File: src/hw/rtl/rmq_pkg.sv
// Shared types and constants for the rotation matrix to quaternion block.
// No dependencies; imported by every module of the block.
package rmq_pkg;

	localparam int DATA_WIDTH_DEF = 16;

	typedef enum logic [1:0] {
		BR_TRACE = 2'd0,
		BR_X     = 2'd1,
		BR_Y     = 2'd2,
		BR_Z     = 2'd3
	} branch_t;

endpackage

File: src/hw/rtl/rmq_sqrt.sv
// Pipelined integer square root, one root bit per stage, side word carried along.
// Depends on rmq_pkg.
module rmq_sqrt #(
	parameter int W      = rmq_pkg::DATA_WIDTH_DEF,
	parameter int SIDE_W = 1
) (
	input  logic              clk,
	input  logic              arst_n,
	input  logic              adv,
	input  logic              v_in,
	input  logic [2*W-4:0]    x_in,
	input  logic [SIDE_W-1:0] side_in,
	output logic              v_out,
	output logic [W-2:0]      root_out,
	output logic [SIDE_W-1:0] side_out
);
	import rmq_pkg::*;

	localparam int RB = W - 1;
	localparam int RW = RB + 3;

	logic              v_s    [RB];
	logic [RW-1:0]     rem_s  [RB];
	logic [RB-1:0]     root_s [RB];
	logic [2*RB-1:0]   xp_s   [RB];
	logic [SIDE_W-1:0] side_s [RB];

	for (genvar k = 0; k < RB; k++) begin : g_stg
		logic              v_p;
		logic [RW-1:0]     rem_p, rem_sh, trial;
		logic [RB-1:0]     root_p;
		logic [2*RB-1:0]   xp_p;
		logic [SIDE_W-1:0] side_p;

		if (k == 0) begin : g_first
			assign v_p    = v_in;
			assign rem_p  = '0;
			assign root_p = '0;
			assign xp_p   = {1'b0, x_in};
			assign side_p = side_in;
		end else begin : g_next
			assign v_p    = v_s[k-1];
			assign rem_p  = rem_s[k-1];
			assign root_p = root_s[k-1];
			assign xp_p   = xp_s[k-1];
			assign side_p = side_s[k-1];
		end

		assign rem_sh = {rem_p[RW-3:0], xp_p[2*RB-1-2*k -: 2]};
		assign trial  = RW'({root_p, 2'b01});

		always_ff @(posedge clk or negedge arst_n) begin
			if (!arst_n) begin
				v_s[k] <= 1'b0;
			end else if (adv) begin
				v_s[k] <= v_p;
			end
		end

		always_ff @(posedge clk) begin
			if (adv) begin
				xp_s[k]   <= xp_p;
				side_s[k] <= side_p;
				if (rem_sh >= trial) begin
					rem_s[k]  <= rem_sh - trial;
					root_s[k] <= {root_p[RB-2:0], 1'b1};
				end else begin
					rem_s[k]  <= rem_sh;
					root_s[k] <= {root_p[RB-2:0], 1'b0};
				end
			end
		end
	end

	assign v_out    = v_s[RB-1];
	assign root_out = root_s[RB-1];
	assign side_out = side_s[RB-1];

endmodule

File: config.mk
export PLATFORM = sky130hd
export DESIGN_NAME = rmq_sqrt
export DESIGN_NICKNAME = d
export VERILOG_FILES = /design/src/hw/rtl/rmq_pkg.sv /design/src/hw/rtl/rmq_sqrt.sv
export SDC_FILE = /design/constraint.sdc
export NUM_CORES = 1
export LEC_CHECK = 0
export CAP_MARGIN = 20
export CORE_UTILIZATION = 35
export DETAILED_ROUTE_END_ITERATION = 6
export DONT_BUFFER_PORTS = 1
export GPL_TIMING_DRIVEN = 0
export PLACE_DENSITY = 0.57
export SKIP_LAST_GASP = 1
export SYNTH_ARGS = -nofsm -noshare
export SYNTH_HDL_FRONTEND = slang
export SYNTH_SLANG_ARGS = --single-unit
export TNS_END_PERCENT = 50
File: constraint.sdc
create_clock -name clk -period 3 [get_ports clk]
set_clock_uncertainty 0.15 [all_clocks]
set_input_delay 0.45 -clock clk [delete_from_list [all_inputs] [get_ports clk]]
set_output_delay 0.45 -clock clk [all_outputs]
set_load 0.02 [all_outputs]
# --- Yosys cells after proc, flatten, opt, wreduce, memory -nomap -nowiden ---
# Memory sizes are Yosys's and may differ from the RTL's.
# Cells that the tools add are included.
totals:
  regBits: 15
  ram_bits: 960
  input_bits: 34
  word_cells: 201
  memories: 4
mem_list:
  columns: ["memory", "words", "width", "read_ports", "rd_clocked_by_memory_dff", "wr", "line", "rtl"]
  rows:
  - ["xp_s", 15, 30, 14, 0, 15, "rmq_sqrt.sv:25", "logic [2*RB-1:0] xp_s [RB];"]
  - ["rem_s", 15, 18, 14, 0, 15, "rmq_sqrt.sv:23", "logic [RW-1:0] rem_s [RB];"]
  - ["root_s", 15, 15, 15, 0, 15, "rmq_sqrt.sv:24", "logic [RB-1:0] root_s [RB];"]
  - ["side_s", 15, 1, 15, 0, 15, "rmq_sqrt.sv:26", "logic [SIDE_W-1:0] side_s [RB];"]
classes:
  add_sub_neg: 15
  magnitude_cmp: 15
  mux: 122
  bitwise: 30
op_table:
  columns: ["operator", "count"]
  rows:
  - ["$mux W18", 15]
  - ["$ge A18 B17 Y1", 14]
  - ["$sub A18 B17 Y18", 14]
  - ["$mux W15", 15]
  - ["$mux W1", 92]
  - ["$or A1 B1 Y1", 30]
  - ["$sub A1 B1 Y2 const B", 1]
  - ["$ge A1 B1 Y1 const B", 1]

# --- Longest topological paths before layout ---
# An unclocked memory read counts as a cell.
logic_depth:
  depth_word: 6
  mapped_depth: 10

# --- Worst setup path after synthesis ---
# Ideal clock, no wire load.
synth_timing:
  path_type: "register to register"
  startpoint: "memory rem_s[1][64] in the netlist's numbering"
  endpoint: "memory rem_s[1][85] in the netlist's numbering (data pin)"
  setup_ns: 0.260
  arrival_ns: 2.283
  setup_slack_ns: 0.307
  path_stages_with_launch: 10
  period_less_slack_ns: 2.693
  path_cell_list: "edfxtp_1 -> ha_1 -> and3_1 -> and3_1 -> or3b_1 -> nand3_1 -> nand2b_1 -> buf_2 -> buf_6 -> mux2_2"
synth_lines:
  columns: ["element", "line"]
  rows:
  - ["start, declared", "rmq_sqrt.sv:23"]

==> results by group <==
Critical path
  – Worst EP required: 3.26 ns
  – R2R Path End: rem_s[0][111]
  – CP Max Fanout: 7
  – Worst reg2reg path depth: 8
  – CP startpoint kind: flop
  – FF-to-FF Start: rem_s[0][91]
  – CP Class: flop to flop
  – Crit path DAT: 3.30 ns
  – Crit end category: flop
  – Reg2reg setup slack: -0.04 ns

Power
  – Total internal power: 15.9 mW
  – PnR Total Power: 21.2 mW
  – Net switching power figure: 5.30 mW
  – Worst vdd ir: 0.713 mV
  – Leakage Power: 11.3 nW
  – Switching share of power: 24.9%
  – Gate power share: 15.1%
  – P per Cell Area: 709 nW/um^2
  – Reg power frac: 48.3%
  – Clock power frac: 36.6%

Cells and area
  – P&R area growth vs syn: 16.1%
  – Non-Filler Instances: 3023
  – # nets final: 2183
  – Fraction of layout cells with a size suffix above 1: 12.2%
  – Antenna cell count: 0

Die
  – Starting Density: 35.4%
  – Die footprint: 74800 um^2
  – Die Width: 273 um
  – Die extent in y: 273 um
  – Core ar.: 73000 um^2
  – Placement row count: 99
  – Ports: 51

Timing
  – Final setup viols: 6
  – Fin crit share: 101%
  – Least-Margin Pin Slew: 0.892 ns
  – Final min period: 3.04 ns
  – Final TNS setup: -0.213 ns
  – Max_slew headroom: 40.5%
  – WHS: -0.194 ns
  – RSZ-0062 raised after global routing: true
  – Final WS setup: -0.0433 ns
  – Slew Limit Fails: 0
  – Final hold violations: 80
  – Fmax: 329 MHz

Logic synthesis
  – Synth Area in Adders: 6.50%
  – Synth Area in XOR/XNOR: 4.65%
  – Synth Instances: 1897
  – Yosys reg bits: 563
  – FFs w/ async S/R, synth: 2.66%
  – Synth Area per Inst: 13.6 um^2
  – Compound-Gate Fraction of Synth Area: 8.56%
  – Synth cell types: 81
  – Main combinational cell family by area after synthesis: simple AND/OR/NAND/NOR gates
  – Ys Warns: 0
  – Syn_nets: 2065
  – Syn Std Cell Area: 25800 um^2
  – Mux cell area share after synthesis: 2.98%
  – Sequential area share after synthesis: 65.2%
  – EDFF count, synth: 547
  – Main flop type after synthesis: edfxtp_1
  – Post-Synth Simple-Gate Area: 8.92%

GRT
  – Vias in the first global route: 14800
  – Largest net degree at the start of global routing: 228
  – Gr usage total: 12.2%
  – Initial antenna violation count: 1
  – GRT overflow: 0
  – First-pass GRT wire length: 73.9 mm

Min path
  – Hold Path Stages: 0
  – Worst hold-check path type: input pin to flop
  – Hold path startpoint: adv
  – Worst Hold End: xp_s[0][8]

Clock tree
  – Clock buffer count from CTS: 61
  – CTS tree: done
  – Clk Latency, worst-skew pair: 0.66 ns
  – H-tree levels: 2
  – CTS Buffer Depth: 3
  – Clock Sinks: 563
  – Clock Root Buffer: clkbuf_16
  – Cts hold-fix bufs: 32
  – Clock transition at the registers of the reported paths: 0.06 ns

Detailed routing
  – Iter 0 DRT Violations: 792
  – DRC viols: 1
  – Via Count: 14700
  – Pre-antenna DRT Iters: 7
  – Final wirelength: 45.5 mm
  – DRT antenna net count: 0
  – Via density per instance: 4.86
  – Drt wl/cell: 15.0 um

Status
  – Status: complete, but fails checks
  – Failing checks: DRC, hold timing, setup timing

Placement
  – Final GP Congestion: 0.916
  – Port Buffer Count: 0
  – Dpl ws: -0.666 ns
  – DP Cell Count: 2864
  – DP HPWL: 31.9 mm

Flow run
  – Total of max-cap violations: 0
==> Yosys cell counts (15+ instances only) <==
library cell / instances / share of area, %
or3_1: 16 / 0.39
nor3_1: 48 / 0.93
inv_1: 171 / 2.5
edfxtp_1: 547 / 64
xor2_1: 63 / 2.1
clkbuf_1: 27 / 0.39
dfrtp_1: 15 / 1.5
nor4_1: 26 / 0.63
mux2_2: 58 / 2.5
a21o_1: 33 / 0.96
o21ai_0: 63 / 1.2
nand3_1: 29 / 0.56
nor2b_1: 17 / 0.41
ha_1: 134 / 6.5
nand2_1: 95 / 1.4
xnor2_1: 74 / 2.5
nor2_1: 114 / 1.7
nand2b_1: 25 / 0.61
o21a_1: 29 / 0.84
a21oi_1: 91 / 1.8
==> power groups by stage <==
| stage | clock, mW | combinational (mW) | sequential (mW) |
|---|---|---|---|
| floorplan | 0 | 2.41 | 10.2 |
| finish | 7.78 | 3.22 | 10.2 |
| CTS | 8.00 | 3.13 | 10.3 |
| detailed placement | 0 | 3.01 | 10.4 |
| global placement | 0 | 2.93 | 10.4 |
| global route | 8.29 | 3.60 | 10.3 |
==> flip-flops by register name (all words and copies together) (netlist names) <==
| register | count |
|---|---|
| root_s | 120 |
| xp_s | 210 |
| v_out | 1 |
| side_s | 15 |
| rem_s | 203 |
| g_stg.v_p | 14 |
==> how the worst max path moves through the flow <==
stage | start | end
floorplan | rem_s[1][64] | rem_s[1][85]
global placement | adv | rem_s[1][90]
detailed placement | adv | root_s[1][15]
CTS | rem_s[0][114] | rem_s[0][141]
global route | root_s[0][76] | rem_s[0][112]
finish | rem_s[0][91] | rem_s[0][111]
==> stage by stage <==
step / hold slack, ns / utilization [%] / cell area, um^2
after floorplan: 0.00441 / - / 25800
after global routing: -0.227 / 41.0 / 29900
after CTS: -0.257 / 40.8 / 29700
final: -0.194 / 41.0 / 29900
after detailed placement: 0.00489 / 37.2 / 27100
after global placement: 0.00492 / 37.0 / 27000
==> cells in the final DEF, fill, tap and decap left out, drive strengths merged, types with 50 or more instances in the layout <==
master and count:
a21oi 91, clkbuf 92, edfxtp 547, ha 134, inv 173, mux2 62
nand2 95, nor2 114, nor3 50, o21ai 66, xnor2 74, xor2 63
==> cell families (layout without fill, tap and decap cells) <==
| family | after synthesis | count (layout) |
|---|---|---|
| xor gates and xnor gates | 137 | 137 |
| AOI/OAI and AO/OA | 333 | 333 |
| and+or+nand+nor | 448 | 448 |
| adders and majority gates | 134 | 134 |
| muxes | 69 | 69 |
| buffers and inverters | 213 | 380 |
| DFF | 563 | 563 |
==> per-layer routing <==
layer | track usage [%] | up-vias | routed length (um)
met5 | 0 | - | 0
met1 | 14.8 | 7022 | 19800
met4 | 5.62 | 0 | 1750
met2 | 20.9 | 297 | 22100
li1 | - | 7284 | -
met3 | 2.18 | 101 | 1790
==> final cells by class <==
type                    count  area (um^2)
clock inverters            45          564
repair buffers             57          599
plain buffers              40          193
fillers                  6638        43000
clock buffers              67         1550
inverters                 171          642
multi-input cells        1121         8380
well taps                 959         1200
flip-flops and latches    563        16800
==> critical path, cell delays in order, from the launching register on <==
cell      delay (ns)
edfxtp_1        0.41
ha_1            0.38
o21ai_1         0.24
a21oi_1         0.16
o41ai_2         0.42
nand2b_1        0.28
nor3_4          0.27
buf_12          0.15
mux2_2          0.33
==> repair_timing <==
action	CTS	global route
endpoints found under the hold margin	273	225
gates cloned	0	0
setup buffers	4	10
resized for setup	21	24
setup endpoints to repair	44	42
pin swaps	3	7
No activity file was read; power rests on OpenSTA's default activity.
