## src/hw/rtl/rmq_pkg.sv

```systemverilog
// Shared types and constants for the rotation matrix to quaternion block.
// No dependencies; imported by every module of the block.
package rmq_pkg;

	localparam int DATA_WIDTH_DEF = 16;

	typedef enum logic [1:0] {
		BR_TRACE = 2'd0,
		BR_X     = 2'd1,
		BR_Y     = 2'd2,
		BR_Z     = 2'd3
	} branch_t;

endpackage

```

## src/hw/rtl/rmq_div.sv

```systemverilog
// Pipelined restoring divider: round(mag * 2^FRAC / (4*main)), one quotient bit per
// stage, with overflow flag for saturation. Depends on rmq_pkg.
module rmq_div #(
	parameter int W      = rmq_pkg::DATA_WIDTH_DEF,
	parameter int SIDE_W = 1
) (
	input  logic              clk,
	input  logic              arst_n,
	input  logic              adv,
	input  logic              v_in,
	input  logic [W:0]        mag_in,
	input  logic [W-2:0]      main_in,
	input  logic [SIDE_W-1:0] side_in,
	output logic              v_out,
	output logic [W-1:0]      q_out,
	output logic              ovf_out,
	output logic [SIDE_W-1:0] side_out
);
	import rmq_pkg::*;

	localparam int DW = 2 * W;

	logic [DW-1:0]     dvd;
	logic [W:0]        den;

	logic              v_s0, ovf_s0;
	logic [DW-1:0]     rem_s0;
	logic [W:0]        den_s0;
	logic [SIDE_W-1:0] side_s0;

	logic              v_s    [W];
	logic              ovf_s  [W];
	logic [DW-1:0]     rem_s  [W];
	logic [W:0]        den_s  [W];
	logic [W-1:0]      q_s    [W];
	logic [SIDE_W-1:0] side_s [W];

	// dividend = mag << FRAC plus half the divisor for round-half-up on magnitude
	assign den = {main_in, 2'b00};
	assign dvd = DW'({mag_in, {(W-2){1'b0}}}) + DW'({main_in, 1'b0});

	always_ff @(posedge clk or negedge arst_n) begin
		if (!arst_n) begin
			v_s0 <= 1'b0;
		end else if (adv) begin
			v_s0 <= v_in;
		end
	end

	always_ff @(posedge clk) begin
		if (adv) begin
			rem_s0  <= dvd;
			den_s0  <= den;
			side_s0 <= side_in;
			ovf_s0  <= (DW+1)'(dvd) >= {den, {W{1'b0}}};
		end
	end

	for (genvar j = 0; j < W; j++) begin : g_stg
		logic              v_p, ovf_p;
		logic [DW-1:0]     rem_p, dsh;
		logic [W:0]        den_p;
		logic [W-1:0]      q_p;
		logic [SIDE_W-1:0] side_p;

		if (j == 0) begin : g_first
			assign v_p    = v_s0;
			assign ovf_p  = ovf_s0;
			assign rem_p  = rem_s0;
			assign den_p  = den_s0;
			assign q_p    = '0;
			assign side_p = side_s0;
		end else begin : g_next
			assign v_p    = v_s[j-1];
			assign ovf_p  = ovf_s[j-1];
			assign rem_p  = rem_s[j-1];
			assign den_p  = den_s[j-1];
			assign q_p    = q_s[j-1];
			assign side_p = side_s[j-1];
		end

		assign dsh = DW'(den_p) << (W - 1 - j);

		always_ff @(posedge clk or negedge arst_n) begin
			if (!arst_n) begin
				v_s[j] <= 1'b0;
			end else if (adv) begin
				v_s[j] <= v_p;
			end
		end

		always_ff @(posedge clk) begin
			if (adv) begin
				ovf_s[j]  <= ovf_p;
				den_s[j]  <= den_p;
				side_s[j] <= side_p;
				if (rem_p >= dsh) begin
					rem_s[j] <= rem_p - dsh;
					q_s[j]   <= {q_p[W-2:0], 1'b1};
				end else begin
					rem_s[j] <= rem_p;
					q_s[j]   <= {q_p[W-2:0], 1'b0};
				end
			end
		end
	end

	assign v_out    = v_s[W-1];
	assign q_out    = q_s[W-1];
	assign ovf_out  = ovf_s[W-1];
	assign side_out = side_s[W-1];

endmodule

```

## config.mk

```make
export PLATFORM = sky130hd
export DESIGN_NAME = rmq_div
export DESIGN_NICKNAME = d
export VERILOG_FILES = /design/src/hw/rtl/rmq_pkg.sv /design/src/hw/rtl/rmq_div.sv
export SDC_FILE = /design/constraint.sdc
export NUM_CORES = 1
export LEC_CHECK = 0
export BUFFER_PORTS_ARGS = -buffer_cell sky130_fd_sc_hd__buf_2
export CORE_MARGIN = 2
export CORE_UTILIZATION = 25
export CTS_CLUSTER_SIZE = 12
export DETAILED_ROUTE_END_ITERATION = 10
export PLACE_DENSITY = 0.49
export SYNTH_ARGS = -nofsm -noshare
export SYNTH_HDL_FRONTEND = slang
export SYNTH_SLANG_ARGS = --single-unit
```

## constraint.sdc

```tcl
create_clock -name clk -period 3.39 [get_ports clk]
set_input_delay 0.339 -clock clk [delete_from_list [all_inputs] [get_ports clk]]
set_output_delay 0.339 -clock clk [all_outputs]
set_load 0.02 [all_outputs]
```

Yosys cells after proc, flatten, opt, wreduce, memory -nomap -nowiden
Memories as Yosys holds them, arrays and structs flattened.
Cells that the tools add are included.
{"block": "op_classes", "bitwise_logic": 32, "n_mux": 130, "n_addsub": 17, "magnitude_cmp": 17}
{"operator": "2-to-1 mux 32 bit", "count": 16}
{"operator": "2-to-1 mux 16 bit", "count": 16}
{"operator": "2-to-1 mux 1 bit", "count": 98}
{"operator": "greater-or-equal comparator 32 x 33 -> 1 bit", "count": 1}
{"operator": "adder 31 x 16 -> 32 bit", "count": 1}
{"operator": "greater-or-equal comparator 32 x 17 -> 1 bit", "count": 1}
{"operator": "greater-or-equal comparator 32 x 18 -> 1 bit", "count": 1}
{"operator": "greater-or-equal comparator 32 x 19 -> 1 bit", "count": 1}
{"operator": "greater-or-equal comparator 32 x 20 -> 1 bit", "count": 1}
{"operator": "greater-or-equal comparator 32 x 21 -> 1 bit", "count": 1}
{"operator": "greater-or-equal comparator 32 x 22 -> 1 bit", "count": 1}
{"operator": "greater-or-equal comparator 32 x 23 -> 1 bit", "count": 1}
{"operator": "greater-or-equal comparator 32 x 24 -> 1 bit", "count": 1}
{"operator": "greater-or-equal comparator 32 x 25 -> 1 bit", "count": 1}
{"operator": "greater-or-equal comparator 32 x 26 -> 1 bit", "count": 1}
{"operator": "greater-or-equal comparator 32 x 27 -> 1 bit", "count": 1}
{"operator": "greater-or-equal comparator 32 x 28 -> 1 bit", "count": 1}
{"operator": "greater-or-equal comparator 32 x 29 -> 1 bit", "count": 1}
{"operator": "greater-or-equal comparator 32 x 30 -> 1 bit", "count": 1}
{"operator": "greater-or-equal comparator 32 x 31 -> 1 bit", "count": 1}
{"operator": "greater-or-equal comparator 32 bit", "count": 1}
{"operator": "OR 1 bit", "count": 32}
{"operator": "subtractor 32 x 17 -> 32 bit", "count": 1}
{"operator": "subtractor 32 x 18 -> 32 bit", "count": 1}
{"operator": "other kinds (14)", "count": 14}
{"block": "totals", "ramBits": 1072, "ff_bits": 66, "in_bits": 37, "mem_count": 5, "out_inout_bits": 19, "wordCells": 222}
{"name": "rem_s", "depth": 16, "width": 32, "read_ports": 15, "rd_clocked_by_memory_dff": 0, "write_ports": 16, "line_no": "rmq_div.sv:33", "source": "logic [DW-1:0] rem_s [W];"}
{"name": "den_s", "depth": 16, "width": 17, "read_ports": 15, "rd_clocked_by_memory_dff": 0, "write_ports": 16, "line_no": "rmq_div.sv:34", "source": "logic [W:0] den_s [W];"}
{"name": "q_s", "depth": 16, "width": 16, "read_ports": 16, "rd_clocked_by_memory_dff": 0, "write_ports": 16, "line_no": "rmq_div.sv:35", "source": "logic [W-1:0] q_s [W];"}
{"name": "ovf_s", "depth": 16, "width": 1, "read_ports": 16, "rd_clocked_by_memory_dff": 0, "write_ports": 16, "line_no": "rmq_div.sv:32", "source": "logic ovf_s [W];"}
{"name": "side_s", "depth": 16, "width": 1, "read_ports": 16, "rd_clocked_by_memory_dff": 0, "write_ports": 16, "line_no": "rmq_div.sv:36", "source": "logic [SIDE_W-1:0] side_s [W];"}

Depth between registers and ports, before layout
An unclocked memory read counts as a cell.
{"block": "depth", "ltp_word": 6, "depth_mapped": 15, "ltp_nobuf": 15}

Worst setup path after synthesis
No wires, ideal clock.
{"block": "synth_timing", "path_kind": "register to register", "startpoint": "memory den_s[1][2] in the netlist's numbering", "endpoint": "memory rem_s[1][63] in the netlist's numbering (data pin)", "required_ns": 3.128, "arrival_time_ns": 2.977, "path_slack_ns": 0.151, "stages_incl_launch_ff": 12, "setup_ns": 0.262, "n_path_buf": 0, "cell_sequence": "edfxtp_1 > ha_1 > fa_1 > and2b_1 > o31a_1 > o221ai_2 > or4b_1 > a31oi_1 > nand3b_1 > or3b_1 > nor3_2 > xor2_1"}
{"element": "from (decl)", "line_no": "rmq_div.sv:34"}
{"element": "to (decl)", "line_no": "rmq_div.sv:33"}

==> flow_metrics.tcl <==
set metrics [dict create \
    outcome "finished, violations left" \
    violations "negative setup slack" \
    yosysWarnings 0 \
    clk_latency_ns 0.70 \
    crit_path_start_kind "register" \
    cts_tree "built" \
    worst-slew-pin-transition_ns 0.9436 \
    cts_buffers 104 \
    grtUsageTotal_pct 9.820 \
    port_buffers 55 \
    fin_nets 4099 \
    ys_ff_latch 910 \
    routed_via_density 4.332 \
    core_area_um2 177800 \
    final_cell_mix "edfxtp_1, inv_1, nand2_1" \
    hp-class "in -> reg" \
    fin_crit_ns 3.432 \
    p_per_area_nw_per_um2 736.7 \
    final_core_util_pct 29.33 \
    r2r-end "rem_s[1][63]" \
    cp_data_arrival_time_ns 3.88 \
    grt_max_degree 149 \
    antenna_found_initial 0 \
    hold_viol_final 0 \
    syn_area_um2 44600 \
    fin_ws_ns -0.04191 \
    die_w_um 426.4 \
    drv_cap 0 \
    final_common_cell "edfxtp_1" \
    drcViolationCount 0 \
    synth_cells 3561 \
    cts.sinks 910 \
    reg2regPathDepth 11 \
    ctsHtreeMaxLevel 3 \
    final-max-slew-violation-count 0 \
    crit_fanout 3 \
    slew_headroom_pct 37.09 \
    synth.distinct_cells 95 \
    start_util_pct 25.08 \
    globalplace.congestion 0.9183 \
    diodes 0 \
    clk_pin_slew_ns 0.06 \
    boundaryPins 56 \
    cp.required_ns 3.84 \
    layout-drive-gt1-share_pct 11.17 \
    avgSynthCellArea_um2 12.52 \
    synth-main-ff-cell "edfxtp_1" \
    startpoint "den_s[1][2]" \
    max-vdd-ir-drop_mv 0.3963 \
    wl_um 89250 \
    synth_edf_count 892 \
    fillers 17960 \
    setup_viol 2 \
    drt.antenna.violating_nets 0 \
    vias 26990 \
    grt_pass1_wl_um 144000 \
    max_freq_ghz 0.2914 \
    chipHeight_um 426.4 \
    crit_path_end "rem_s[1][63]" \
    rsz0062_at_grt "true" \
    grt_pass1_vias 28070 \
    layout-area-overhead-vs-synth_pct 16.93 \
    min_period_over_period_pct 101.2 \
    rows 155 \
    cts_buffer_depth 3 \
    first_pass_iters 5 \
    syn-num-nets 3870 \
    hpwl_um 65410 \
    wl_per_cell_um 14.33 \
    pre_cts_slack_ns -0.1401 \
    fin_skew_ns 0.03416 \
    p_leak_nw 19.42 \
    r2r-start "den_s[1][2]" \
    grt_overflow 0 \
    die_area_um2 181800 \
    critical_path_class "reg -> reg" \
    regToRegSetupSlack_ns -0.04 \
    ys_seq_area_share_pct 61.06 \
    cts_root_buf "clkbuf_16" \
    end_kind "register" \
    synth_async_sr_flop_share_pct 1.868 \
    drt_iter0_drc 1344 \
]
[worst max-delay path, stage by stage, from the launching register on]
cell and delay, ns:
edfxtp_1 0.39, ha_2 0.20, fa_2 0.35, and2b_1 0.22, o31a_1 0.21, o221ai_2 0.16, or4b_4 0.59, a31oi_4 0.18
nand3b_1 0.22, or3b_4 0.45, nor3_4 0.13, xor2_1 0.08
[flip-flops by register name, summed over array words and instances, names as in the netlist]
register,cells
den_s0,15
den_s,225
side_s,16
ovf_s,16
g_stg.v_p,16
g_stg.ovf_p,1
v_out,1
g_stg.side_p,1
q_s,136
rem_s,465
g_stg.rem_p,18
[what timing repair did]
action | CTS | global route
hold buffers | 30 | 0
endpoints found under the setup margin | 6 | 43
endpoints found under the hold margin | 48 | 0
pin swaps | 3 | 11
resized for setup | 7 | 23
setup buffers | 1 | 7
[synthesized netlist by cell type, drive strengths merged (6+ instances only)]
master / number / area (µm²)
nor4b: 16 / 140.1
buf: 14 / 67.56
a211o: 10 / 87.58
a31o: 11 / 96.34
o22ai: 7 / 43.79
nor2b: 51 / 319.1
nand4: 40 / 250.2
o21a: 37 / 277.8
a21boi: 9 / 67.56
nor3: 71 / 380.4
ha: 256 / 3203
dfrtp: 17 / 425.4
xnor2: 145 / 1270
o211ai: 7 / 57.55
nor2: 206 / 773.2
and2: 20 / 125.1
nor4: 43 / 284.0
a21oi: 196 / 984.7
fa: 16 / 320.3
nand3b: 11 / 82.58
or3: 22 / 142.6
or4: 23 / 183.9
mux2: 57 / 641.9
or2: 14 / 90.09
and3: 12 / 75.07
and4: 6 / 52.55
nand3: 58 / 302.8
xor2: 134 / 1174
o31a: 13 / 113.9
a31oi: 23 / 143.9
a21o: 73 / 548.0
o31ai: 18 / 140.1
o21ai: 227 / 1136
nand2b: 42 / 262.8
nor3b: 8 / 65.06
clkbuf: 58 / 219.0
edfxtp: 892 / 26790
inv: 321 / 1205
nand4b: 10 / 87.58
nand2: 260 / 975.9
o21bai: 11 / 82.58
a211oi: 17 / 140.1
[through the flow]
step,TNS (ns),hold WS [ns],cells,power [mW],instance area (µm²)
detailed placement,-0.4232,0.2800,6001,27.94,48490
global route,-0.2890,0.06528,6230,40.96,52150
finish,-0.05168,0.07316,6230,38.42,52150
global placement,-0.3173,0.2711,6001,27.75,48490
CTS,0,0.01190,6223,38.82,52000
floorplan,0,0.04341,3561,24.85,44600
[worst min-delay path by stage]
stage	endpoint	depth (start not counted)	startpoint
finish	g_stg[0].rem_p[20]	3	mag_in[6]
global route	v_out	2	arst_n
CTS	v_out	2	arst_n
detailed placement	v_out	1	arst_n
global placement	v_out	1	arst_n
floorplan	g_stg[0].v_p	0	arst_n
[per-layer routing]
layer	GRT usage [%]	vias to the layer above	wire, µm
met5	0	-	0
met4	5.283	0	5016
met3	1.955	266	2920
met2	18.82	465	47400
met1	9.860	12680	33910
li1	-	13570	-
[cell type report]
cell class	instances	area (µm²)	share of cell area (%)
Clock buffer	135	2719	5.213
Tap cell	2355	2947	5.650
Timing Repair Buffer	195	1582	3.032
Sequential cell	910	27230	52.21
Inverter	322	1209	2.318
Clock inverter	56	464.2	0.8901
Multi-Input combinational cell	2257	16000	30.68
[cell families (layout without fill, tap and decap cells)]
group                      Yosys count  after routing  share of synthesized area, %
and+or+nand+nor                    935            935                         10.77
DFF                                910            910                         61.06
AOI/OAI and AO/OA                  709            709                         9.889
buffers and inverters              394            708                         3.352
xor gates and xnor gates           279            279                         5.479
adders and majority gates          272            272                         7.900
muxes                               62             62                         1.551
[report_power, final]
group,switching [mW],internal (mW)
registers,1.25,15.3
clock network,4.47,6.10
logic,6.19,5.16
total,11.9,26.5
(Power assumes the default switching activity.)
