==> config.mk <==
export PLATFORM = sky130hd
export DESIGN_NAME = rmq_front
export DESIGN_NICKNAME = d
export VERILOG_FILES = /design/src/hw/rtl/rmq_pkg.sv /design/src/hw/rtl/rmq_front.sv
export SDC_FILE = /design/constraint.sdc
export NUM_CORES = 1
export LEC_CHECK = 0
export BUFFER_PORTS_ARGS = -buffer_cell sky130_fd_sc_hd__buf_2
export CORE_MARGIN = 10
export CORE_UTILIZATION = 55
export CTS_CLUSTER_SIZE = 14
export DETAILED_ROUTE_END_ITERATION = 16
export PLACE_DENSITY_LB_ADDON = 0.15
export SETUP_SLACK_MARGIN = 0.3
export SKIP_CTS_REPAIR_TIMING = 1
export SYNTH_ARGS = -nofsm -noshare
export SYNTH_HDL_FRONTEND = slang
export SYNTH_SLANG_ARGS = --single-unit
==> constraint.sdc <==
create_clock -name clk -period 1.23 [get_ports clk]
set_input_delay 0.0615 -clock clk [delete_from_list [all_inputs] [get_ports clk]]
set_output_delay 0.0615 -clock clk [all_outputs]
set_load 0.005 [all_outputs]
==> src/hw/rtl/rmq_pkg.sv <==
// Shared types and constants for the rotation matrix to quaternion block.
// No dependencies; imported by every module of the block.
package rmq_pkg;

	localparam int DATA_WIDTH_DEF = 16;

	typedef enum logic [1:0] {
		BR_TRACE = 2'd0,
		BR_X     = 2'd1,
		BR_Y     = 2'd2,
		BR_Z     = 2'd3
	} branch_t;

endpackage

==> src/hw/rtl/rmq_front.sv <==
// Front end: branch selection, radicand and numerators (two register stages).
// Depends on rmq_pkg.
module rmq_front #(
	parameter int W = rmq_pkg::DATA_WIDTH_DEF
) (
	input  logic                  clk,
	input  logic                  arst_n,
	input  logic                  adv,
	input  logic                  v_in,
	input  logic signed [W-1:0]   m00, m01, m02, m10, m11, m12, m20, m21, m22,
	output logic                  v_s2,
	output rmq_pkg::branch_t      br_s2,
	output logic                  degen_s2,
	output logic [2*W-4:0]        x_s2,
	output logic signed [W:0]     n0_s2,
	output logic signed [W:0]     n1_s2,
	output logic signed [W:0]     n2_s2
);
	import rmq_pkg::*;

	localparam logic signed [W+1:0] ONE = {3'b000, 1'b1, {(W-2){1'b0}}};

	logic signed [W+1:0] e00, e01, e02, e10, e11, e12, e20, e21, e22;
	logic signed [W+1:0] tr, rad, t0, t1, t2;
	branch_t             br;

	logic                v_s1;
	branch_t             br_s1;
	logic signed [W+1:0] rad_s1;
	logic signed [W:0]   n0_s1, n1_s1, n2_s1;

	assign e00 = (W+2)'(m00);
	assign e01 = (W+2)'(m01);
	assign e02 = (W+2)'(m02);
	assign e10 = (W+2)'(m10);
	assign e11 = (W+2)'(m11);
	assign e12 = (W+2)'(m12);
	assign e20 = (W+2)'(m20);
	assign e21 = (W+2)'(m21);
	assign e22 = (W+2)'(m22);
	assign tr  = e00 + e11 + e22;

	// strict compares: earlier diagonal wins only when strictly larger
	always_comb begin
		if (tr > 0) begin
			br  = BR_TRACE;
			rad = tr + ONE;
			t0  = e21 - e12;
			t1  = e02 - e20;
			t2  = e10 - e01;
		end else if (e00 > e11 && e00 > e22) begin
			br  = BR_X;
			rad = ONE + e00 - e11 - e22;
			t0  = e21 - e12;
			t1  = e01 + e10;
			t2  = e02 + e20;
		end else if (e11 > e22) begin
			br  = BR_Y;
			rad = ONE + e11 - e00 - e22;
			t0  = e02 - e20;
			t1  = e01 + e10;
			t2  = e12 + e21;
		end else begin
			br  = BR_Z;
			rad = ONE + e22 - e00 - e11;
			t0  = e10 - e01;
			t1  = e02 + e20;
			t2  = e12 + e21;
		end
	end

	always_ff @(posedge clk or negedge arst_n) begin
		if (!arst_n) begin
			v_s1 <= 1'b0;
			v_s2 <= 1'b0;
		end else if (adv) begin
			v_s1 <= v_in;
			v_s2 <= v_s1;
		end
	end

	always_ff @(posedge clk) begin
		if (adv) begin
			br_s1    <= br;
			rad_s1   <= rad;
			n0_s1    <= t0[W:0];
			n1_s1    <= t1[W:0];
			n2_s1    <= t2[W:0];
			br_s2    <= br_s1;
			degen_s2 <= rad_s1[W+1] || (rad_s1 == '0);
			// radicand scaled by 2^(FRAC-2); positive radicand fits W+1 bits
			x_s2     <= {rad_s1[W:0], {(W-4){1'b0}}};
			n0_s2    <= n0_s1;
			n1_s2    <= n1_s1;
			n2_s2    <= n2_s1;
		end
	end

endmodule

After elaboration in Yosys (flattened, before gate mapping)
Cells that the tools add are included.
Cells by class
  order comparisons: 4
  eq/ne operators: 0
  bitwise operators: 0
  $add $sub $neg: 18
  shifts and indexed selects: 0
  reductions and logical operators: 4
  mux-type cells: 13
  multipliers: 0
  divide/modulo/power cells: 0
Operators by type and width (count)
  17-bit 2-to-1 mux: 8
  16-bit by 16-bit adder with 17-bit output: 4
  18-bit 2-to-1 mux: 3
  17-bit by 16-bit subtractor with 18-bit output: 3
  18-bit by 16-bit subtractor with 18-bit output: 3
  16-bit by 16-bit adder with 17-bit output, first input constant: 3
  16-bit by 16-bit subtractor with 17-bit output: 3
  16-bit > comparator: 3
  17-bit by 16-bit adder with 18-bit output: 1
  18-bit by 16-bit adder with 18-bit output, second input constant: 1
  18-bit by 1-bit > comparator with 1-bit output, second input constant: 1
  18-bit zero test: 1
  1-bit 2-to-1 mux: 2
  2-bit OR reduction: 1
  1-bit logical AND: 1
  1-bit logical OR: 1
Storage, ports and cells
  bits in latches: 0
  register bits after elaboration: 144
  memory bits (read-only): 0
  output and inout bits: 84
  memories: 0
  RAM bits: 0
  word-level logic and storage cells: 53

Logic depth before layout (Yosys ltp)
Gate-level depths: netlist (run 1).
  word-level depth: 6
  depth in mapped cells: 26
  depth with buffers taken out: 24

Worst setup path before layout (run 1)
Ideal clock, no wire load.
  path type: input to register
  start point: input port m00[1]
  end point: register rad_s1[2] (data pin)
  stages on the path: 23
  arrival time: 5021 ps
  setup slack: -4051 ps
  cells stage by stage: fa_1 > ha_1 > fa_1 > nor2b_1 > o211a_1 > o211ai_1 > a21bo_2 > o21ai_0 > o21a_1 > nor2_1 > xnor2_1 > inv_1 > ha_1 > nor4b_1 > o211ai_1 > a221oi_2 > or4b_1 > or4b_4 > a2111oi_4 > or2_1 > buf_2 > buf_6 > mux2_2
Between the ends
  longest elaborated chain between the ends: 5
Ends and longest elaborated chain
  start, declared: line rmq_front.sv:10  | input logic signed [W-1:0] m00, m01, m02, m10, m11, m12, m20, m21, m22,
  16-bit by 16-bit adder with 17-bit output (tied with other cells): line rmq_front.sv:53  | rad = ONE + e00 - e11 - e22;
  17-bit by 16-bit subtractor with 18-bit output (tied with other cells): line rmq_front.sv:53
  18-bit by 16-bit subtractor with 18-bit output / 18-bit 2-to-1 mux (equally long branches): line rmq_front.sv:53, rmq_front.sv:57
  18-bit 2-to-1 mux: line rmq_front.sv:51  | end else if (e00 > e11 && e00 > e22) begin
  18-bit 2-to-1 mux (*): line rmq_front.sv:45  | if (tr > 0) begin
  net rad[2]: line rmq_front.sv:24  | logic signed [W+1:0] tr, rad, t0, t1, t2;
  end signal, assigned: line rmq_front.sv:85  | rad_s1 <= rad;
  end, declared: line rmq_front.sv:29  | logic signed [W+1:0] rad_s1;
Mark *: on every way through the listed nets, which the timed path passes. The rest lies on a longest branch.
A chain may end at the register's enable or synchronous reset.

Worst setup path in the final report (run 1)
  start point: input port m11[1]
  end point: register n0_s1[13] (data pin)
Between the ends
  longest elaborated chain between the ends: 4
Ends and longest elaborated chain
  start, declared: line rmq_front.sv:10
  16-bit by 16-bit adder with 17-bit output (tied with other cells): line rmq_front.sv:41  | assign tr = e00 + e11 + e22;
  17-bit by 16-bit adder with 18-bit output (tied with other cells): line rmq_front.sv:41
  18-bit by 1-bit > comparator with 1-bit output / 17-bit 2-to-1 mux (equally long branches): line rmq_front.sv:45, rmq_front.sv:51
  17-bit 2-to-1 mux (*): line rmq_front.sv:45
  net t0[13]: line rmq_front.sv:24
  end signal, assigned: line rmq_front.sv:86  | n0_s1 <= t0[W:0];
  end, declared: line rmq_front.sv:30  | logic signed [W:0] n0_s1, n1_s1, n2_s1;
Marked as above.

==> results_dict.tcl, run 1 <==
set metrics [dict create \
    number_of_antenna_violations_at_the_first_check_in_global_routing 1 \
    outcome "complete, but fails checks" \
    final_report_max_slew_violation_count 0 \
    async_flop_share_pct 1.39 \
    cell_family_with_the_largest_share_of_critical_path_delay "simple AND/OR/NAND/NOR gates" \
    fin_ws_ps -3730 \
    final-instance-count-excl-fill 3010 \
    initial_cell_density_of_the_core_pct 55.8 \
    pwr_density_cell_mw_per_mm2 1250 \
    drt-wirelength-per-cell_um 18.8 \
    critical_path.slowest_cell "sky130_fd_sc_hd__or4b_4" \
    count_of_unique_library_cells_instantiated_by_yosys 78 \
    firstDrtPassIters 7 \
    synthDominantAreaCellType "sky130_fd_sc_hd__edfxtp_1" \
    violated_checks "negative setup slack" \
    critPathArrivalTime_ps 5220 \
    synthesis_stage_register_bit_count 144 \
    syn_to_final_growth_pct 41.2 \
    area_taken_by_flip_flops_and_latches_mm2 0.00431 \
    synth_most_common_cell "sky130_fd_sc_hd__ha_1" \
    detail_route.drc_violations 0 \
    netlist.area_leader.share_pct 25.0 \
    synth-warning-count 0 \
    top_level_ports 232 \
    aggregate_global_route_resource_usage_pct 28.2 \
    numCtsBuffers 17 \
    worst_clock_skew_ps 11.9 \
    max-cap-violations 0 \
    dominantRegCellSynth "sky130_fd_sc_hd__edfxtp_1" \
    via_count 16300 \
    post_drt_via_cell_ratio 5.41 \
    cts_max_level 4 \
    routabilityCongestion 1.04 \
    timing.critical_path.fanout_max 12 \
    multiInputGateArea_mm2 0.0118 \
    io_buffers 219 \
    power.ir.vdd_worst_uv 1040 \
    fillCellCount 2111 \
    clkTransAtPathRegs_ps 70 \
    slew_headroom_pct 54.8 \
    cts-root-buf "sky130_fd_sc_hd__clkbuf_16" \
    worst_skew_pair.late_latency_ps 430 \
    route.final.wire_length_mm 56.5 \
    first_global_vias 16800 \
    endpoint_kind "flip-flop" \
    die_area_mm2 0.0385 \
    cts_tree "yes" \
    dieHeight_um 196 \
    global_route_wire_length_before_repair_mm 87.1 \
    syn_area_mm2 0.0171 \
    cp_data_required_time_ps 1490 \
    path_buf_inv 4 \
    nets 3115 \
    dp_cells 2962 \
    netlist_top_cells_area "sky130_fd_sc_hd__edfxtp_1 (25%), sky130_fd_sc_hd__ha_1 (21%), sky130_fd_sc_hd__fa_1 (9.2%)" \
    finalHoldViolations 0 \
    die-width_um 196 \
    grt_overflow 0 \
    worstMarginPinSlew_ps 670 \
    synthTopCellsByCount "sky130_fd_sc_hd__ha_1 (289), sky130_fd_sc_hd__inv_1 (240), sky130_fd_sc_hd__edfxtp_1 (142)" \
    final_layout_size_suffix_gt1_share_pct 36.0 \
    route.antenna.remaining_nets 0 \
    final-setup-viol-count 71 \
    number_of_standard_cells_after_synthesis 1788 \
    pin_count_of_the_biggest_net_entering_global_routing 52 \
    drt_iter0_drc 1261 \
    cts.path.max_buffers 2 \
    slowest_delay_ps 500 \
    min_period_ps 4960 \
    timing.fmax_mhz 202 \
    start_kind "input port" \
    hold_crit_path_type "in2reg" \
    place_hpwl_mm 46.7 \
    number_of_placement_rows 64 \
    syn_area_cell_um2 9.54 \
    leakage_nw 12.1 \
    core_mm2 0.0306 \
    ys_seq_area_share_pct 25.3 \
    rsz0062_at_grt "true" \
    timing.setup.critical_path_class "in2reg" \
    timing.setup.tns_ps -254630 \
    layout_worst_path_cycle_share_pct 403 \
    tritoncts_num_sinks 144 \
    synth_edf_count 142 \
]
-- placed cells by master (no fill, tap or decap), types with 23 or more instances in the layout --
master                     instances
sky130_fd_sc_hd__buf_4           588
sky130_fd_sc_hd__nor2_1           97
sky130_fd_sc_hd__fa_1             77
sky130_fd_sc_hd__xnor2_1          91
sky130_fd_sc_hd__o21bai_1         27
sky130_fd_sc_hd__edfxtp_1        142
sky130_fd_sc_hd__nand2_1          93
sky130_fd_sc_hd__buf_2           215
sky130_fd_sc_hd__mux2i_1          46
sky130_fd_sc_hd__o21a_1           25
sky130_fd_sc_hd__inv_1           236
sky130_fd_sc_hd__a21oi_1          95
sky130_fd_sc_hd__nor3_1           34
sky130_fd_sc_hd__nand2b_1         23
sky130_fd_sc_hd__a21o_1           27
sky130_fd_sc_hd__xor2_1           35
sky130_fd_sc_hd__o21ai_0          85
sky130_fd_sc_hd__ha_1            286
sky130_fd_sc_hd__nor2b_1          27
-- layout make-up --
cell class | count | area share [%]
clock inverters | 14 | 0.639
multi-input cells | 1363 | 49.1
repair buffers | 834 | 24.7
inverters | 240 | 3.77
diodes | 1 | 0.0104
flip-flops and latches | 144 | 17.9
clock buffers | 18 | 1.78
well taps | 396 | 2.06
-- kinds of logic after synthesis --
logic type | Yosys count | share of synthesized area, %
compound gates | 408 | 15.7
xor+xnor | 127 | 6.52
fa+ha+maj | 367 | 30.4
simple gates | 380 | 11.0
mux | 68 | 4.14
buf+inv | 293 | 6.93
flops | 144 | 25.3
other cells | 1 | 0.0220
-- power by group --
group | total (W) | internal [W] | switching, W | leakage, nW
clock | 0.00528 | 0.00302 | 0.00226 | 0.279
combinational | 0.0171 | 0.00865 | 0.00850 | 10.4
sequential | 0.00756 | 0.00697 | 0.000588 | 1.41
total | 0.0300 | 0.0186 | 0.0113 | 12.1
-- worst paths after layout --
check / slack [ps] / from / cells past startpoint / endpoint
max: -3730 / m11[1] / 25 / n0_s1[13]
min: 9 / adv / 2 / v_s1
max reg2reg: -450 / rad_s1[1] / 4 / degen_s2
min reg2reg: 420 / n2_s1[6] / 0 / n2_s2[6]
max in group asynchronous: 560 / arst_n / 3 / v_s1
min in group asynchronous: 540 / arst_n / 3 / v_s2
-- state kept, by name (all words and copies together) (netlist names), 2 cells and up --
register / flops
rad_s1: 18
br_s2: 2
n0_s1: 17
n2_s2: 17
n1_s2: 17
br_s1: 2
n1_s1: 17
x_s2: 17
n2_s1: 17
n0_s2: 17
-- worst register-to-register path: cells and delay by family, from the launching register on --
family / cells / cell delay [ps]
buffers and inverters: 1 / 160
AND/OR/NAND/NOR: 2 / 580
AO/OA/AOI/OAI: 1 / 320
flip-flops: 1 / 430
-- per-layer routing --
metal / GRT usage [%] / up-vias / wire length [um]
met4: 6.67 / 0 / 1200
met2: 46.4 / 665 / 26600
met3: 4.45 / 76 / 4190
met1: 38.0 / 7724 / 24600
met5: 0 / - / 0
li1: - / 7808 / -
-- stage by stage --
step	hold slack [ps]	area, um^2	utilization, %	total power, W	setup slack (ps)
floorplan	-234	17100	-	0.0156	-3910
global placement	-153	23100	75.4	0.0231	-4180
detailed placement	-149	23100	75.4	0.0235	-4300
CTS	-595	23700	77.3	0.0289	-3950
global route	2.67	24100	78.7	0.0317	-3960
finish	8.61	24100	78.7	0.0300	-3730
No activity file was read; power rests on OpenSTA's default activity.
==> inputs of run 2 (changes only) <==
--- a/config.mk
+++ b/config.mk
@@ -11,6 +11,7 @@
 export CTS_CLUSTER_SIZE = 14
 export DETAILED_ROUTE_END_ITERATION = 16
 export PLACE_DENSITY_LB_ADDON = 0.15
+export RECOVER_POWER = 50
 export SETUP_SLACK_MARGIN = 0.3
 export SKIP_CTS_REPAIR_TIMING = 1
 export SYNTH_ARGS = -nofsm -noshare
==> constraint.sdc (replaced) <==
create_clock -name clk -period 1.23 [get_ports clk]
set_input_delay 0.0615 -clock clk [delete_from_list [all_inputs] [get_ports clk]]
set_output_delay 0.0615 -clock clk [all_outputs]
set_load 0.01 [all_outputs]
==> run 2 against run 1 <==
Against the previous run:
- the run still ends with negative setup slack left
- count of clock-buffer cells in the layout unchanged
- combinational power about the same
- worst setup slack worse by 15 ps
- clock power about the same
- design area increased by 0.55%
- non-clock buffer count unchanged
- global-route usage did not move
- final cell count did not move
- power up 1.2%
- routed wire length increased by 0.30%
- register-to-register slack is essentially flat
- highest routed layer unchanged
- largest cell class unchanged
==> results_dict.tcl, run 2 (synthesis results as in run 1) <==
set metrics [dict create \
    slowest_delay_ps 500 \
    fillCellCount 2092 \
    worst_clock_skew_ps 12.0 \
    cts.path.max_buffers 2 \
    largest_register_ffs 18 \
    place_hpwl_mm 46.7 \
    worstMarginPinSlew_ps 637 \
    routabilityCongestion 1.04 \
    r2r-start "rad_s1[1]" \
    timing.setup.tns_ps -255240 \
    power.ir.vdd_worst_uv 1040 \
    largest_register "rad_s1" \
    max-cap-violations 0 \
    io_buffers 219 \
    post-route-util_pct 79.2 \
    route.antenna.remaining_nets 0 \
    cts_tree "yes" \
    cts_max_level 4 \
    number_of_placement_rows 64 \
    nets 3115 \
    rsz0062_at_grt "true" \
    fin_ws_ps -3740 \
    timing.fmax_mhz 201 \
    die-width_um 196 \
    drt-wirelength-per-cell_um 18.8 \
    die_area_mm2 0.0385 \
    dieHeight_um 196 \
    finalHoldWorstSlack_ps 198 \
    slew_headroom_pct 56.4 \
    pwr_density_cell_mw_per_mm2 1250 \
    total_power_w 0.0303 \
    final-instance-count-excl-fill 3010 \
    aggregate_global_route_resource_usage_pct 28.2 \
    critical_path.slowest_cell "sky130_fd_sc_hd__or4b_4" \
    finalHoldViolations 0 \
    top_level_ports 232 \
    outcome "complete, but fails checks" \
    pin_count_of_the_biggest_net_entering_global_routing 52 \
    tritoncts_num_sinks 144 \
    initial_cell_density_of_the_core_pct 55.8 \
    core_mm2 0.0306 \
    global_route_wire_length_before_repair_mm 87.1 \
    final_layout_size_suffix_gt1_share_pct 35.9 \
    violated_checks "negative setup slack" \
    hold_crit_path_type "in2reg" \
    route.final.wire_length_mm 56.7 \
    leakage_nw 12.1 \
    final_report_max_slew_violation_count 0 \
    worst_skew_pair.late_latency_ps 430 \
    final-setup-viol-count 74 \
    post_drt_via_cell_ratio 5.41 \
    area_taken_by_flip_flops_and_latches_mm2 0.00431 \
    timing.critical_path.fanout_max 29 \
    numCtsBuffers 17 \
    regToRegEndpoint "degen_s2" \
    min_period_ps 4970 \
    grt_overflow 0 \
    critPathArrivalTime_ps 5130 \
    final_cell_mix "sky130_fd_sc_hd__buf_4 (586), sky130_fd_sc_hd__ha_1 (286), sky130_fd_sc_hd__inv_1 (236)" \
    endpoint_kind "flip-flop" \
    path_buf_inv 4 \
    via_count 16300 \
    cell_family_with_the_largest_share_of_critical_path_delay "simple AND/OR/NAND/NOR gates" \
    final_common_cell "sky130_fd_sc_hd__buf_4" \
    detail_route.drc_violations 0 \
    firstDrtPassIters 6 \
    layout_worst_path_cycle_share_pct 404 \
    number_of_antenna_violations_at_the_first_check_in_global_routing 1 \
    start_kind "input port" \
    syn_to_final_growth_pct 42.0 \
    drt_iter0_drc 1307 \
    dp_cells 2962 \
    first_global_vias 16800 \
    worst_hold_path.endpoint "n0_s1[1]" \
    cp_data_required_time_ps 1390 \
    clkTransAtPathRegs_ps 60 \
    worstHoldPathCells 3 \
    cts-root-buf "sky130_fd_sc_hd__clkbuf_16" \
    multiInputGateArea_mm2 0.0118 \
    timing.setup.critical_path_class "in2reg" \
    ff2ff_path_depth 4 \
    r2r_setup_slack_ps -440 \
    min-delay-start "m12[1]" \
]
## run 2: power breakdown
part | total [W] | switching [W] | internal, W | leakage (nW)
Combinational | 0.0174 | 0.00864 | 0.00880 | 10.4
Sequential | 0.00761 | 0.000635 | 0.00698 | 1.41
Clock | 0.00528 | 0.00226 | 0.00302 | 0.279
Total | 0.0303 | 0.0115 | 0.0188 | 12.1
## run 2: layout make-up
class                      count  share of cell area (%)
sequential                   144                    17.8
clock inverter                14                   0.636
tap                          396                    2.05
inverter                     240                    3.75
antenna                        1                  0.0103
clock buffer                  18                    1.77
timing repair buffer         834                    25.1
multi-input combinational   1363                    48.8
## run 2: metal layers
metal  track usage, %  vias up  routed length [um]
li1                 -     7810                   -
met1             38.0     7726               24400
met2             46.4      661               26800
met3             4.45       89                4280
met4             6.67        0                1200
met5                0        -                   0
## run 2: worst register-to-register path: cells and delay by family, from the launching register on
| kind | cells | cell delay (ps) |
|---|---|---|
| buffers and inverters | 1 | 160 |
| DFF | 1 | 440 |
| AOI/OAI and AO/OA | 1 | 320 |
| and+or+nand+nor | 2 | 560 |
## run 2: stage by stage
stage / area (um^2) / worst slack, ps
final: 24200 / -3740
after global routing: 24200 / -3960
after CTS: 23700 / -3950
after detailed placement: 23100 / -4300
after global placement: 23100 / -4180
after floorplan: 17100 / -3910
## run 2: worst max-delay path by stage
stage                end  startpoint  depth (start not counted)  slack (ps)
2_1_floorplan  n0_s1[14]      m00[1]                         23       -3910
5_1_grt         n1_s1[1]      m22[2]                         26       -3960
6_report        n1_s1[1]      m11[1]                         25       -3740
3_3_place_gp   n0_s1[14]      m00[1]                         24       -4180
4_1_cts         n1_s1[1]      m00[2]                         26       -3950
3_5_place_dp    n2_s1[3]      m00[2]                         26       -4300
==> inputs of run 3 (changes only) <==
--- a/config.mk
+++ b/config.mk
@@ -5,11 +5,12 @@
 export SDC_FILE = /design/constraint.sdc
 export NUM_CORES = 1
 export LEC_CHECK = 0
-export BUFFER_PORTS_ARGS = -buffer_cell sky130_fd_sc_hd__buf_2
 export CORE_MARGIN = 10
 export CORE_UTILIZATION = 55
 export CTS_CLUSTER_SIZE = 14
 export DETAILED_ROUTE_END_ITERATION = 16
+export DONT_BUFFER_PORTS = 1
+export HOLD_SLACK_MARGIN = 0.03
 export PLACE_DENSITY_LB_ADDON = 0.15
 export RECOVER_POWER = 50
 export SETUP_SLACK_MARGIN = 0.3
==> constraint.sdc (replaced) <==
create_clock -name clk -period 1.23 [get_ports clk]
set_input_delay 0.123 -clock clk [delete_from_list [all_inputs] [get_ports clk]]
set_output_delay 0.123 -clock clk [all_outputs]
set_load 0.01 [all_outputs]
==> run 3 against run 2 <==
Against the previous run:
- the run ends with negative hold slack, negative setup slack left
- via count shrank 8.3%
- final cell count fell by 11%
- register-to-register slack gained 30 ps
- worst setup slack improved by 8.6 ps
- routed wire length is 3.4% lower
- critical path depth fell by 1
- non-clock buffer count fell by 323
==> results_dict.tcl, run 3 (synthesis results as in run 1) <==
set metrics [dict create \
    min-delay-start "adv" \
    drt_iter0_drc 1119 \
    start_kind "input port" \
    power.ir.vdd_worst_uv 1020 \
    worst_skew_pair.late_latency_ps 440 \
    place_hpwl_mm 44.4 \
    slowest_delay_ps 550 \
    die-width_um 196 \
    r2r_setup_slack_ps -410 \
    timing.setup.critical_path_class "in2reg" \
    io_buffers 0 \
    core_mm2 0.0306 \
    grt_overflow 0 \
    post-route-util_pct 73.0 \
    final_layout_size_suffix_gt1_share_pct 27.8 \
    path_cells "inv_6 -> fa_1 -> inv_2 -> fa_2 -> nor2b_1 -> o211a_1 -> o211ai_1 -> a21bo_2 -> o21ai_2 -> o21a_1 -> nor2_2 -> xnor2_2 -> inv_1 -> ha_2 -> nor4b_4 -> o211ai_1 -> a221oi_2 -> or4b_4 -> or4b_4 -> a2111oi_4 -> buf_4 -> nor2_4 -> o221a_1 -> a31o_1" \
    worst_hold_path.endpoint "br_s2[1]" \
    initial_cell_density_of_the_core_pct 55.8 \
    pwr_density_cell_mw_per_mm2 1320 \
    worst_clock_skew_ps 10.3 \
    syn_to_final_growth_pct 30.9 \
    fin_ws_ps -3730 \
    r2r-start "rad_s1[8]" \
    routabilityCongestion 0.970 \
    drt-wirelength-per-cell_um 20.4 \
    top_level_ports 232 \
    largest_register_ffs 18 \
    firstDrtPassIters 5 \
    leakage_nw 10.8 \
    violated_checks "negative hold slack, negative setup slack" \
    dieHeight_um 196 \
    final_report_max_slew_violation_count 0 \
    tritoncts_num_sinks 144 \
    route.final.wire_length_mm 54.7 \
    final_common_cell "sky130_fd_sc_hd__buf_4" \
    die_area_mm2 0.0385 \
    number_of_antenna_violations_at_the_first_check_in_global_routing 2 \
    worstHoldPathCells 0 \
    cts.path.max_buffers 2 \
    post_drt_via_cell_ratio 5.56 \
    clkTransAtPathRegs_ps 80 \
    critical_path.slowest_cell "sky130_fd_sc_hd__fa_1" \
    outcome "complete, but fails checks" \
    dp_cells 2632 \
    total_power_w 0.0295 \
    max-cap-violations 0 \
    slew_headroom_pct 56.4 \
    rsz0062_at_grt "true" \
    regToRegEndpoint "degen_s2" \
    share_comb_of_total_power_pct 54.7 \
    hold_crit_path_type "in2reg" \
    first_global_vias 15100 \
    final-setup-viol-count 71 \
    finalHoldWorstSlack_ps -198 \
    cellInternalPower_w 0.0182 \
    cts_max_level 4 \
    numCtsBuffers 17 \
    via_count 14900 \
    final-instance-count-excl-fill 2687 \
    global_route_wire_length_before_repair_mm 83.0 \
    largest_register "rad_s1" \
    sequentialPowerShare_pct 26.8 \
    detail_route.drc_violations 0 \
    finalHoldViolations 91 \
    cts-root-buf "sky130_fd_sc_hd__clkbuf_16" \
    pre_cts_slack_ps -4300 \
    endpoint_kind "flip-flop" \
    final_cell_mix "sky130_fd_sc_hd__buf_4 (483), sky130_fd_sc_hd__ha_1 (286), sky130_fd_sc_hd__inv_1 (236)" \
    layout_worst_path_cycle_share_pct 404 \
    worstMarginPinSlew_ps 637 \
    critPathArrivalTime_ps 5160 \
    timing.fmax_mhz 201 \
    nets 2792 \
    route.antenna.remaining_nets 0 \
    aggregate_global_route_resource_usage_pct 27.2 \
    ff2ff_path_depth 3 \
    cp_data_required_time_ps 1430 \
    cts_tree "yes" \
    min_period_ps 4960 \
    p_clk_share_pct 18.6 \
    power.share.switching_pct 38.0 \
    number_of_placement_rows 64 \
    timing.critical_path.fanout_max 6 \
    pin_count_of_the_biggest_net_entering_global_routing 145 \
    net-switching-power_w 0.0112 \
]
-- run 3: changes by cell type in the layout (fill, tap and decap cells not counted), sizes merged --
cell,change
inv,+4
clkinv,-2
clkinvlp,-1
dlygate4sd3,-2
clkbuf,-2
buf,-320
-- run 3: area by class of cell --
type	instances	area (um^2)
multi-input combinational	1363	11900
clock inverter	15	173
timing repair buffer	511	4100
fill	2295	8260
inverter	240	910
tap	396	495
clock buffer	17	425
sequential	144	4310
antenna	1	2.50
-- run 3: critical path, delay by kind of cell --
kind	cells	cell delay, ps
adder cells (fa/ha/maj)	3	1130
AO/OA/AOI/OAI	10	1940
XOR/XNOR	1	80
AND/OR/NAND/NOR	6	1510
buffers and inverters	4	380
-- run 3: routing by layer --
layer / share of wire (%) / GRT usage (%)
met2: 45 / 42.6
met4: 2.6 / 7.64
met1: 43 / 36.0
met5: 0 / 0
met3: 9.2 / 7.59
-- run 3: metrics by stage --
step | setup TNS [ps] | instance area, um^2
finish | -254240 | 22300
global route | -267940 | 22300
CTS | -263820 | 21700
detailed placement | -293510 | 21100
global placement | -284410 | 21100
floorplan | -267770 | 17100
-- run 3: how the worst max path moves through the flow --
stage | from | endpoint | slack [ps] | cells after the start
final | m00[2] | n0_s1[14] | -3730 | 24
after global routing | m00[1] | n0_s1[1] | -3920 | 24
after CTS | m00[2] | n2_s1[3] | -3890 | 25
after detailed placement | m00[2] | n1_s1[1] | -4300 | 25
after global placement | m00[1] | rad_s1[11] | -4170 | 23
after floorplan | m00[1] | n0_s1[14] | -3970 | 23
-- run 3: power by group through the flow --
stage / clock network [W] / logic, W / registers (W)
global route: 0.00565 / 0.0176 / 0.00798
finish: 0.00547 / 0.0161 / 0.00788
floorplan: 0 / 0.00829 / 0.00749
CTS: 0.00549 / 0.0147 / 0.00783
global placement: 0 / 0.0142 / 0.00792
detailed placement: 0 / 0.0145 / 0.00789
